### src/hw/rtl/dpwo_pkg.sv
// ---------------------------------------------------------------------------
// dpwo_pkg
// Shared types, constants and the octave root table for the dual pulse
// width oscillator.
// ---------------------------------------------------------------------------
`default_nettype none

package dpwo_pkg;

   localparam int PHASE_BITS_DEF    = 32;
   localparam int LANES             = 2;

   localparam int CV_BITS           = 16;
   localparam int REQ_BITS          = 64;
   localparam int RSP_BITS          = 8;
   localparam int CSR_INDEX_BITS    = 3;
   localparam int CSR_DATA_BITS     = 32;

   // Pitch: Q.12 octaves, saturated to +-12 octaves
   localparam int OCT_FRAC_BITS     = 12;
   localparam int OCT_MAX           = 12;
   localparam logic signed [17:0] PITCH_SAT = 18'sd49152;

   // Exponent table resolution (power of two)
   localparam int EXP_TABLE_ENTRIES = 1024;
   localparam int EXP_IDX_BITS      = $clog2(EXP_TABLE_ENTRIES);
   localparam logic [OCT_FRAC_BITS-1:0] EXP_FRAC_MASK =
      OCT_FRAC_BITS'(12'hFFF << (OCT_FRAC_BITS - EXP_IDX_BITS));
   localparam int EXP_STEPS         = OCT_FRAC_BITS;
   localparam logic [31:0] EXP_ONE  = 32'h8000_0000;
   localparam int PROD_TOP          = 63;

   // Duty: d = knob + trunc(cv * 16 / 5), clamped
   localparam logic [19:0] DUTY_RECIP = 20'd838861;
   localparam int DUTY_SHIFT        = 18;
   localparam logic signed [18:0] DUTY_MIN = 19'sd655;
   localparam logic signed [18:0] DUTY_MAX = 19'sd64880;

   // Pipeline stage map
   localparam int STG_FRONT         = 0;
   localparam int STG_EXP0          = 1;
   localparam int STG_MUL           = STG_EXP0 + EXP_STEPS;
   localparam int STG_SHIFT         = STG_MUL + 1;
   localparam int STG_OUT           = STG_SHIFT + 1;
   localparam int PIPE_DEPTH        = STG_OUT + 1;

   // Register reset values
   localparam logic [31:0]        BASE_INC_RST   = 32'd23409854;
   localparam logic signed [15:0] PITCH_KNOB_RST = 16'sd0;
   localparam logic [15:0]        DUTY_KNOB_RST  = 16'd32768;

   typedef enum logic [CSR_INDEX_BITS-1:0] {
      CSR_BASE_INC     = 3'd0,
      CSR_PITCH_KNOB_A = 3'd1,
      CSR_PITCH_KNOB_B = 3'd2,
      CSR_DUTY_KNOB_A  = 3'd3,
      CSR_DUTY_KNOB_B  = 3'd4
   } csr_index_type;

   typedef struct packed {
      logic [PIPE_DEPTH-1:0] adv;
   } pipe_ctl_type;

   typedef logic [EXP_STEPS-1:0][31:0] root_vec_type;

   function automatic logic [63:0] isqrt64(input logic [63:0] x);
      logic [63:0] r;
      logic [63:0] b;
      logic [63:0] rem;
      r   = '0;
      rem = x;
      b   = 64'd1 << 62;
      for (int i = 0; i < 32; i++) begin
         if (rem >= r + b) begin
            rem = rem - (r + b);
            r   = (r >> 1) + b;
         end else begin
            r = r >> 1;
         end
         b = b >> 2;
      end
      return r;
   endfunction

   // Root k is 2^(2^-(k+1)) in Q.31
   function automatic root_vec_type exp_roots();
      root_vec_type rv;
      logic [63:0]  cur;
      cur = isqrt64(64'd1 << 63);
      rv[0] = cur[31:0];
      for (int k = 1; k < EXP_STEPS; k++) begin
         cur   = isqrt64({cur[32:0], 31'd0});
         rv[k] = cur[31:0];
      end
      return rv;
   endfunction

   localparam root_vec_type EXP_ROOTS = exp_roots();

endpackage

`default_nettype wire

### src/hw/rtl/dpwo_ctrl.sv
// ---------------------------------------------------------------------------
// dpwo_ctrl
// Stage valid tracking and per-stage advance enables shared by all lanes.
// ---------------------------------------------------------------------------
`default_nettype none

module dpwo_ctrl (
   input  logic                  clock,
   input  logic                  reset,
   input  logic                  req_tvalid,
   output logic                  req_tready,
   output logic                  rsp_tvalid,
   input  logic                  rsp_tready,
   output dpwo_pkg::pipe_ctl_type ctl
);

   localparam int DEPTH = dpwo_pkg::PIPE_DEPTH;

   logic [DEPTH-1:0] valid_ff;
   logic [DEPTH-1:0] valid_in;
   logic [DEPTH-1:0] rdy;
   logic [DEPTH-1:0] hold;
   logic [DEPTH-1:0] adv;

   for (genvar i = 0; i < DEPTH; i++) begin : g_stage
      assign rdy[i] = rsp_tready | ~(&valid_ff[DEPTH-1:i]);
      if (i == 0) begin : g_first
         assign adv[i] = req_tvalid & rdy[i];
      end else begin : g_mid
         assign adv[i] = valid_ff[i-1] & rdy[i];
      end
      if (i == DEPTH-1) begin : g_last
         assign hold[i] = ~rsp_tready;
      end else begin : g_inner
         assign hold[i] = ~rdy[i+1];
      end
      assign valid_in[i] = adv[i] | (valid_ff[i] & hold[i]);
   end

   always_ff @(posedge clock) begin
      if (reset) begin
         valid_ff <= '0;
      end else begin
         valid_ff <= valid_in;
      end
   end

   assign ctl.adv    = adv;
   assign req_tready = rdy[0];
   assign rsp_tvalid = valid_ff[DEPTH-1];

endmodule

`default_nettype wire

### config.mk
export PLATFORM = sky130hd
export DESIGN_NAME = dpwo_ctrl
export DESIGN_NICKNAME = d
export VERILOG_FILES = /design/src/hw/rtl/dpwo_pkg.sv /design/src/hw/rtl/dpwo_ctrl.sv
export SDC_FILE = /design/constraint.sdc
export NUM_CORES = 1
export LEC_CHECK = 0
export BUFFER_PORTS_ARGS = -buffer_cell sky130_fd_sc_hd__clkbuf_2
export CAP_MARGIN = 0
export CORE_MARGIN = 10
export CORE_UTILIZATION = 52
export DETAILED_ROUTE_END_ITERATION = 6
export PLACE_DENSITY = 0.91
export SLEW_MARGIN = 20
export SYNTH_ARGS = -nofsm -noshare
export SYNTH_HDL_FRONTEND = slang
export SYNTH_SLANG_ARGS = --single-unit
### constraint.sdc
create_clock -name clock -period 2.4 [get_ports clock]
set_clock_uncertainty 0.05 [all_clocks]
set_input_delay 0.48 -clock clock [delete_from_list [all_inputs] [get_ports clock]]
set_output_delay 0.48 -clock clock [all_outputs]
set_load 0.05 [all_outputs]
==> results of run 1 <==
-- layout by cell type, fill, tap and decap left out --
cell | netlist | layout
clkbuf_2 | 0 | 21
dfxtp_1 | 16 | 16
nor2_1 | 9 | 9
nor2b_1 | 8 | 8
o21a_1 | 8 | 8
nand2_1 | 6 | 6
nand3_1 | 3 | 3
a21boi_1 | 0 | 3
o31ai_1 | 3 | 3
clkbuf_4 | 0 | 3
nand4_1 | 2 | 2
inv_1 | 2 | 2
and2_1 | 2 | 2
a31oi_1 | 2 | 2
a21oi_1 | 2 | 2
nand4b_2 | 1 | 1
nand4_2 | 1 | 1
nor4_4 | 1 | 1
and3b_1 | 1 | 1
nor4_1 | 1 | 1
and4b_1 | 1 | 1
and4_1 | 1 | 1
nand4_4 | 1 | 1
and3_1 | 1 | 1
clkinv_1 | 1 | 1
o31ai_2 | 1 | 1
a22o_1 | 1 | 1
a41oi_1 | 1 | 1
clkbuf_8 | 0 | 1
-- logic make-up (layout without fill, tap and decap cells) --
| logic type | Yosys count | in the layout |
|---|---|---|
| buffers and inverters | 5 | 28 |
| AOI/OAI and AO/OA | 21 | 21 |
| DFF | 16 | 16 |
| and+or+nand+nor | 39 | 39 |
-- through the flow --
stage	area [sq um]	setup slack [ns]	hold slack, ns
floorplan	757.0	-0.01833	0.4045
global placement	869.6	0.2550	0.4225
detailed placement	869.6	0.2053	0.4289
CTS	905.9	0.1173	0.3651
global route	905.9	0.002221	0.3634
finish	905.9	0.1240	0.3652
-- layout make-up --
class	instances	area, sq um
Tap cell	15	18.77
Multi-Input combinational cell	60	414.1
Fill cell	120	427.9
Timing Repair Buffer	21	105.1
Inverter	3	11.26
Sequential cell	16	320.3
Clock buffer	4	36.28
-- report_power, final --
group | leakage (nW) | internal (mW) | switching (mW)
clock network | 0.0210 | 0.0925 | 0.0909
registers | 0.129 | 0.268 | 0.00261
logic | 0.279 | 0.00890 | 0.0230
-- how the worst max path moves through the flow --
stage | endpoint | slack, ns | depth (start not counted)
finish | ctl[3] | 0.12 | 4
global route | ctl[2] | 0.002 | 4
CTS | ctl[3] | 0.12 | 4
detailed placement | ctl[0] | 0.21 | 5
global placement | ctl[0] | 0.26 | 5
floorplan | ctl[10] | -0.02 | 4
-- routing by layer --
layer	up-vias	GRT usage, %	share of wire, %
met5	-	0	0
met4	0	7.047	2.5
met3	4	5.882	9.2
met2	19	16.26	43
met1	310	11.52	46
li1	346	-	-
==> results.py, run 1 <==
metrics = {
    "power": {
        "p_per_area_nw_per_um2": 536.3,
        "total_power_mw": 0.4859,
        "p_leak_nw": 0.4293,
        "ir_drop_v": 0.0004093,
    },
    "yosys": {
        "synthCells": 81,
        "netlist_top_cells_count": "16 x dfxtp_1, 9 x nor2_1, 8 x nor2b_1, 8 x o21a_1, 6 x nand2_1",
        "synth-adder-area-share_pct": 0,
        "syn_avg_cell_area_sq_um": 9.345,
        "synth_top_family_by_area": "simple AND/OR/NAND/NOR gates",
        "yosys.area.top_type": "dfxtp_1",
        "synth_simple_gate_area_share_pct": 33.88,
        "ys.flop_type": "dfxtp_1",
        "ys_seq_area_share_pct": 42.31,
        "yosysTopAreaCellShare_pct": 42.31,
        "netlist_top_cells_area": "dfxtp_1 42%, o21a_1 7.9%, nor2b_1 6.6%",
        "yosys_warnings": 0,
        "ys_types": 28,
        "post-synth-top-count-cell": "dfxtp_1",
        "synthesis.area_sq_um": 757.0,
        "synth_xor_area_share_pct": 0,
        "syn-num-nets": 85,
        "ys_seq_elements": 16,
        "async_flop_share_pct": 0,
        "synth_compound_area_share_pct": 20.83,
        "synth_edf_count": 0,
        "synth.area.mux_share_pct": 0,
    },
    "place": {
        "dp_cells": 115,
        "gp_congestion": 0.7569,
        "port_buffers": 21,
        "dp_hpwl_microns": 1337,
    },
    "job": {
        "maxCapViolCount": 0,
    },
    "route": {
        "wl_microns": 1733,
        "drt-wirelength-per-cell_microns": 14.56,
        "ant_nets": 0,
        "vias": 679,
        "viasPerCell": 5.706,
        "drtIter0Drc": 13,
        "firstDrtPassIters": 4,
        "drc": 0,
    },
    "layout": {
        "drive_above_1_share_pct": 28.85,
        "largestRegisters": "valid_ff: 16 flops",
        "area_delta_synth_final_pct": 19.67,
        "diodes": 0,
        "nNetsFinal": 109,
        "largest_register_ffs": 16,
        "instances_no_fill": 119,
        "regMostFlops": "valid_ff",
        "fin_util_pct": 67.92,
    },
    "floorplan": {
        "die_width_microns": 58.16,
        "dieArea_sq_um": 3382,
        "rows": 13,
        "io_pins": 22,
        "chipHeight_microns": 58.16,
        "initial_core_util_pct": 56.75,
        "core-area_sq_um": 1334,
    },
    "cts": {
        "cts_tree": "built",
        "cts_made_buffers": 3,
        "postCtsResizedCells": 0,
        "insertion_delay_ns": 0.29,
        "cts_hold_buf": 0,
        "cts.sinks": 16,
        "post-cts-setup-buffer-count": 0,
        "cts-root-buf": "clkbuf_4",
        "cts.clk_slew.worst_paths_ns": 0.10,
        "max-clock-path-buffers": 2,
        "cts_max_level": 1,
    },
    "critical_path": {
        "crit_slowest_cell": "dfxtp_1",
        "crit_start": "valid_ff[15]",
        "worstSetupEndpointType": "primary output",
        "crit_family": "simple AND/OR/NAND/NOR gates",
        "cp_cell_sequence": "and4b_1, nand4_4, o21a_1, clkbuf_2",
        "crit_arrival_ns": 1.75,
        "critPathBufInv": 1,
        "critPathKind": "reg2out",
        "crit_path_max_incr_delay_ns": 0.42,
        "reg2reg_to": "valid_ff[6]",
        "critical_path_required_ns": 1.87,
        "start_kind": "register",
        "reg2regPathDepth": 3,
        "path_max_fanout": 10,
        "rr_startpoint": "valid_ff[15]",
        "r2r_slack_ns": 1.03,
    },
    "status": {
        "status": "complete, no violations",
    },
    "global_routing": {
        "grt-ovfl-total": 0,
        "grt_use_total_pct": 10.84,
        "grt_pass1_vias": 648,
        "antenna_found_initial": 0,
        "grt_max_degree": 14,
        "grt_pass1_wl_microns": 2891,
    },
    "timing": {
        "finalMaxSlewViolations": 0,
        "finalCritPeriodShare_pct": 94.83,
        "finalSetupTns_ns": 0,
        "fmax_mhz": 439.4,
        "setup_viol": 0,
        "relSlewSlack_pct": 75.14,
        "hold_viol": 0,
        "worst_pin_slew_ns": 0.3695,
        "min_period_ns": 2.276,
        "rsz0062_at_grt": "false",
    },
    "min_path": {
        "whs_endpoint": "valid_ff[0]",
        "hold_path_startpoint": "req_tvalid",
        "hold_path.class": "in2reg",
        "holdPathStages": 2,
    },
}
Power figures use the tool's default switching activity.
==> run 2: changes to the inputs <==
--- a/config.mk
+++ b/config.mk
@@ -11,6 +11,7 @@
 export CORE_UTILIZATION = 52
 export DETAILED_ROUTE_END_ITERATION = 6
 export PLACE_DENSITY = 0.91
+export REMOVE_ABC_BUFFERS = 1
 export SLEW_MARGIN = 20
 export SYNTH_ARGS = -nofsm -noshare
 export SYNTH_HDL_FRONTEND = slang
==> run 2 against run 1 <==
Compared with the run above: design area grew 1.7%; via count is 2.5% lower; first-iteration DRC count rose by 23%; combinational power is 2% lower; critical endpoint is now ctl[4].
==> results.py, run 2 (synthesized netlist as in run 1, its figures left out) <==
metrics = {
    "status": {
        "status": "complete, no violations",
    },
    "timing": {
        "relSlewSlack_pct": 80.98,
        "fmax_mhz": 445.5,
        "worst_pin_slew_ns": 0.2853,
        "setup_viol": 0,
        "finalCritPeriodShare_pct": 93.53,
        "hold_viol": 0,
        "finalSetupTns_ns": 0,
        "rsz0062_at_grt": "false",
        "finalMaxSlewViolations": 0,
        "min_period_ns": 2.245,
        "hold_ws_ns": 0.3748,
    },
    "place": {
        "gp_congestion": 0.7930,
        "port_buffers": 21,
        "dp_hpwl_microns": 1235,
        "dpl_cell_area_sq_um": 869.6,
    },
    "layout": {
        "nNetsFinal": 110,
        "largestRegisters": "valid_ff: 16 flops",
        "diodes": 0,
        "largest_register_ffs": 16,
        "layout_common_cells": "21 x clkbuf_2, 16 x dfxtp_1, 9 x nor2_1, 8 x nor2b_1, 8 x o21a_1",
        "drive_above_1_share_pct": 31.43,
        "stdcell_area_sq_um": 920.9,
        "area_delta_synth_final_pct": 21.65,
        "seqCellArea_sq_um": 320.3,
        "nFillCells": 111,
        "final_common_cell": "clkbuf_2",
        "regMostFlops": "valid_ff",
        "multiInputGateArea_sq_um": 421.7,
    },
    "floorplan": {
        "dieArea_sq_um": 3382,
        "rows": 13,
        "initial_core_util_pct": 56.75,
        "chipHeight_microns": 58.16,
        "core-area_sq_um": 1334,
        "io_pins": 22,
        "die_width_microns": 58.16,
    },
    "critical_path": {
        "worstSetupEndpointType": "primary output",
        "reg2regPathDepth": 4,
        "path_max_fanout": 10,
        "critical_path_required_ns": 1.87,
        "crit_arrival_ns": 1.71,
        "rr_startpoint": "valid_ff[13]",
        "reg2reg_to": "valid_ff[1]",
        "r2r_slack_ns": 1.01,
        "start_kind": "register",
        "critPathKind": "reg2out",
    },
    "global_routing": {
        "antenna_found_initial": 0,
        "grt_pass1_vias": 632,
        "grt_use_total_pct": 10.31,
        "grt_pass1_wl_microns": 2815,
        "grt_max_degree": 14,
        "grt-ovfl-total": 0,
    },
    "cts": {
        "cts_hold_buf": 0,
        "cts-root-buf": "clkbuf_4",
        "cts_max_level": 1,
        "cts_tree": "built",
        "max-clock-path-buffers": 2,
        "cts.sinks": 16,
        "cts.clk_slew.worst_paths_ns": 0.09,
        "insertion_delay_ns": 0.28,
        "cts_made_buffers": 3,
    },
    "route": {
        "drtIter0Drc": 16,
        "vias": 662,
        "drt-wirelength-per-cell_microns": 13.39,
        "drc": 0,
        "firstDrtPassIters": 6,
        "viasPerCell": 5.517,
        "wl_microns": 1607,
        "ant_nets": 0,
    },
    "power": {
        "power.switching_mw": 0.1079,
        "clkPwrFrac_pct": 36.7,
        "p_leak_nw": 0.4311,
        "combPwrFrac_pct": 6.6,
        "p_per_area_nw_per_um2": 517.9,
        "p_sw_share_pct": 22.62,
        "ir_drop_v": 0.0003989,
        "pwr-share-seq_pct": 56.7,
        "p_int_mw": 0.3691,
    },
    "job": {
        "maxCapViolCount": 0,
    },
    "min_path": {
        "hold_path.class": "in2reg",
        "whs_endpoint": "valid_ff[0]",
        "holdPathStages": 2,
        "hold_path_startpoint": "req_tvalid",
    },
}
==> run 2: cell count changes in the layout (fill, tap and decap cells not counted), sizes merged <==
cell	delta
buf	+1
==> run 2: area by class of cell <==
| type | count | share of cell area, % |
|---|---|---|
| Tap cell | 15 | 2.038 |
| Clock buffer | 4 | 3.940 |
| Inverter | 3 | 1.223 |
| Timing Repair Buffer | 22 | 12.23 |
| Sequential cell | 16 | 34.78 |
| Multi-Input combinational cell | 60 | 45.79 |
==> run 2: how the worst max path moves through the flow <==
stage | startpoint | endpoint | slack (ns) | cells after the start
6_report | valid_ff[13] | ctl[4] | 0.16 | 4
5_1_grt | valid_ff[12] | ctl[0] | 0.03 | 4
4_1_cts | valid_ff[13] | ctl[4] | 0.12 | 4
3_5_place_dp | rsp_tready | ctl[0] | 0.21 | 5
3_3_place_gp | rsp_tready | ctl[0] | 0.25 | 5
2_1_floorplan | valid_ff[15] | ctl[10] | -0.34 | 3
==> run 2: worst max-delay path: stages, from the launching register on <==
cell      delay, ns
dfxtp_1        0.43
and4b_2        0.34
nand4_4        0.19
o21a_1         0.24
clkbuf_2       0.24
==> run 2: stage by stage <==
step | utilization [%] | std cells | power, mW | setup slack [ns]
after floorplan | - | 79 | 0.2967 | -0.3352
after global placement | 65.20 | 115 | 0.3077 | 0.2506
after detailed placement | 65.20 | 115 | 0.3084 | 0.2100
after CTS | 67.92 | 119 | 0.4809 | 0.1156
after global routing | 69.04 | 120 | 0.5015 | 0.02797
final | 69.04 | 120 | 0.4770 | 0.1553
==> run 2: repair_timing <==
action	CTS	global route
gates resized for setup	0	2
endpoints found under the setup margin	0	3
buffers inserted	0	1
==> run 2: layer usage <==
metal,vias up,track usage [%],share of wire [%]
li1,343,-,-
met1,292,12.73,49
met2,25,14.26,41
met3,2,5.229,9.3
met4,0,5.034,0.62
met5,-,0,0
==> run 2: power groups by stage <==
stage               sequential, mW  combinational, mW  clock (mW)
detailed placement           0.277             0.0317           0
CTS                          0.271             0.0317       0.179
global placement             0.277             0.0311           0
finish                       0.270             0.0313       0.175
floorplan                    0.276             0.0207           0
global route                 0.271             0.0336       0.197
==> run 3: changes to the inputs <==
==> constraint.sdc (replaced) <==
create_clock -name clock -period 2.59 [get_ports clock]
set_clock_uncertainty 0.05 [all_clocks]
set_input_delay 0.518 -clock clock [delete_from_list [all_inputs] [get_ports clock]]
set_output_delay 0.518 -clock clock [all_outputs]
set_load 0.05 [all_outputs]
==> run 3 against run 2 <==
Compared with the run above: cell count decreased by 0.83%; setup slack improved by 0.12 ns; design area decreased by 1.6%; non-clock buffer count decreased by 1; total power decreased by 7.7%; combinational power decreased by 7.3%; critical path type unchanged; largest cell class unchanged.
==> results.py, run 3 (synthesized netlist as in run 1, its figures left out) <==
metrics = {
    "critical_path": {
        "crit_arrival_ns": 1.75,
        "cp_cell_sequence": "and4b_1, nand4_4, o21a_1, clkbuf_2",
        "crit_path_max_incr_delay_ns": 0.43,
        "path_max_fanout": 10,
        "critPathKind": "reg2out",
        "critPathBufInv": 1,
        "worstSetupEndpointType": "primary output",
        "r2r_slack_ns": 1.18,
        "start_kind": "register",
        "crit_slowest_cell": "dfxtp_1",
        "crit_family": "simple AND/OR/NAND/NOR gates",
        "critical_path_required_ns": 2.02,
    },
    "timing": {
        "relSlewSlack_pct": 75.34,
        "finalSetupTns_ns": 0,
        "finalMaxSlewViolations": 0,
        "finalCritPeriodShare_pct": 89.45,
        "min_period_ns": 2.317,
        "worst_pin_slew_ns": 0.3666,
        "hold_viol": 0,
        "fmax_mhz": 431.7,
        "hold_ws_ns": 0.4138,
        "post-route-worst-setup-slack_ns": 0.2734,
        "rsz0062_at_grt": "false",
        "setup_viol": 0,
    },
    "global_routing": {
        "grt-ovfl-total": 0,
        "antenna_found_initial": 0,
        "grt_use_total_pct": 10.31,
        "grt_pass1_wl_microns": 2815,
        "grt_max_degree": 14,
        "grt_pass1_vias": 632,
    },
    "route": {
        "drtIter0Drc": 15,
        "ant_nets": 0,
        "wl_microns": 1612,
        "wl_met1_microns": 786,
        "vias": 659,
        "drt-wirelength-per-cell_microns": 13.55,
        "met2_length_microns": 671,
        "firstDrtPassIters": 4,
        "wl_met3_microns": 143,
        "viasPerCell": 5.538,
        "drc": 0,
        "highest_layer": "met4",
    },
    "floorplan": {
        "rows": 13,
        "initial_core_util_pct": 56.75,
        "dieArea_sq_um": 3382,
        "die_width_microns": 58.16,
        "io_pins": 22,
        "core-area_sq_um": 1334,
        "chipHeight_microns": 58.16,
    },
    "place": {
        "dp_hpwl_microns": 1235,
        "port_buffers": 21,
        "dpl_cell_area_sq_um": 869.6,
        "gp_congestion": 0.7931,
        "pre_cts_slack_ns": 0.3240,
        "dp_cells": 115,
    },
    "cts": {
        "post-cts-setup-buffer-count": 0,
        "cts_tree": "built",
        "cts.sinks": 16,
        "cts_hold_buf": 0,
        "cts.clk_slew.worst_paths_ns": 0.09,
        "insertion_delay_ns": 0.28,
        "cts_max_level": 1,
        "postCtsResizedCells": 0,
        "max-clock-path-buffers": 2,
        "cts-root-buf": "clkbuf_4",
        "cts_made_buffers": 3,
    },
    "job": {
        "maxCapViolCount": 0,
    },
    "layout": {
        "multiInputGateArea_sq_um": 414.1,
        "nFillCells": 115,
        "largestRegisters": "valid_ff: 16 flops",
        "seqCellArea_sq_um": 320.3,
        "final_common_cell": "clkbuf_2",
        "stdcell_area_sq_um": 905.9,
        "area_delta_synth_final_pct": 19.67,
        "drive_above_1_share_pct": 28.85,
        "diodes": 0,
        "nNetsFinal": 109,
        "largest_register_ffs": 16,
        "regMostFlops": "valid_ff",
        "layout_common_cells": "21 x clkbuf_2, 16 x dfxtp_1, 9 x nor2_1, 8 x nor2b_1, 8 x o21a_1",
        "fin_util_pct": 67.92,
        "instances_no_fill": 119,
    },
    "power": {
        "p_per_area_nw_per_um2": 486.1,
        "p_leak_nw": 0.4262,
        "ir_drop_v": 0.0003676,
        "total_power_mw": 0.4404,
    },
    "status": {
        "status": "complete, no violations",
    },
    "min_path": {
        "hold_path.class": "in2reg",
    },
}
[run 3: cell type report]
| type | instances | area share [%] |
|---|---|---|
| sequential | 16 | 35.36 |
| clock buffer | 4 | 4.006 |
| inverter | 3 | 1.243 |
| tap | 15 | 2.072 |
| multi-input combinational | 60 | 45.72 |
| timing repair buffer | 21 | 11.60 |
[run 3: power breakdown]
part | switching (mW) | internal (mW) | leakage [nW]
clock network | 0.0752 | 0.0855 | 0.0210
registers | 0.00236 | 0.248 | 0.129
logic | 0.0208 | 0.00816 | 0.276
[run 3: path summary, 6_finish.rpt]
kind	start	to	depth (start not counted)
worst min register to register	valid_ff[1]	valid_ff[2]	1
worst max register to register	valid_ff[13]	valid_ff[3]	3
worst min-delay path	req_tvalid	valid_ff[0]	2
worst max-delay path	valid_ff[13]	ctl[4]	4
[run 3: layer usage]
metal | vias up | track usage (%)
met1 | 291 | 12.73
met4 | 0 | 5.034
met5 | - | 0
met2 | 24 | 14.26
met3 | 2 | 5.229
li1 | 342 | -
[run 3: worst reg2reg max path: cells and delay by family (launching register included)]
kind / cells / cell delay [ns]
and+or+nand+nor: 2 / 0.58
DFF: 1 / 0.43
AOI/OAI and AO/OA: 1 / 0.26
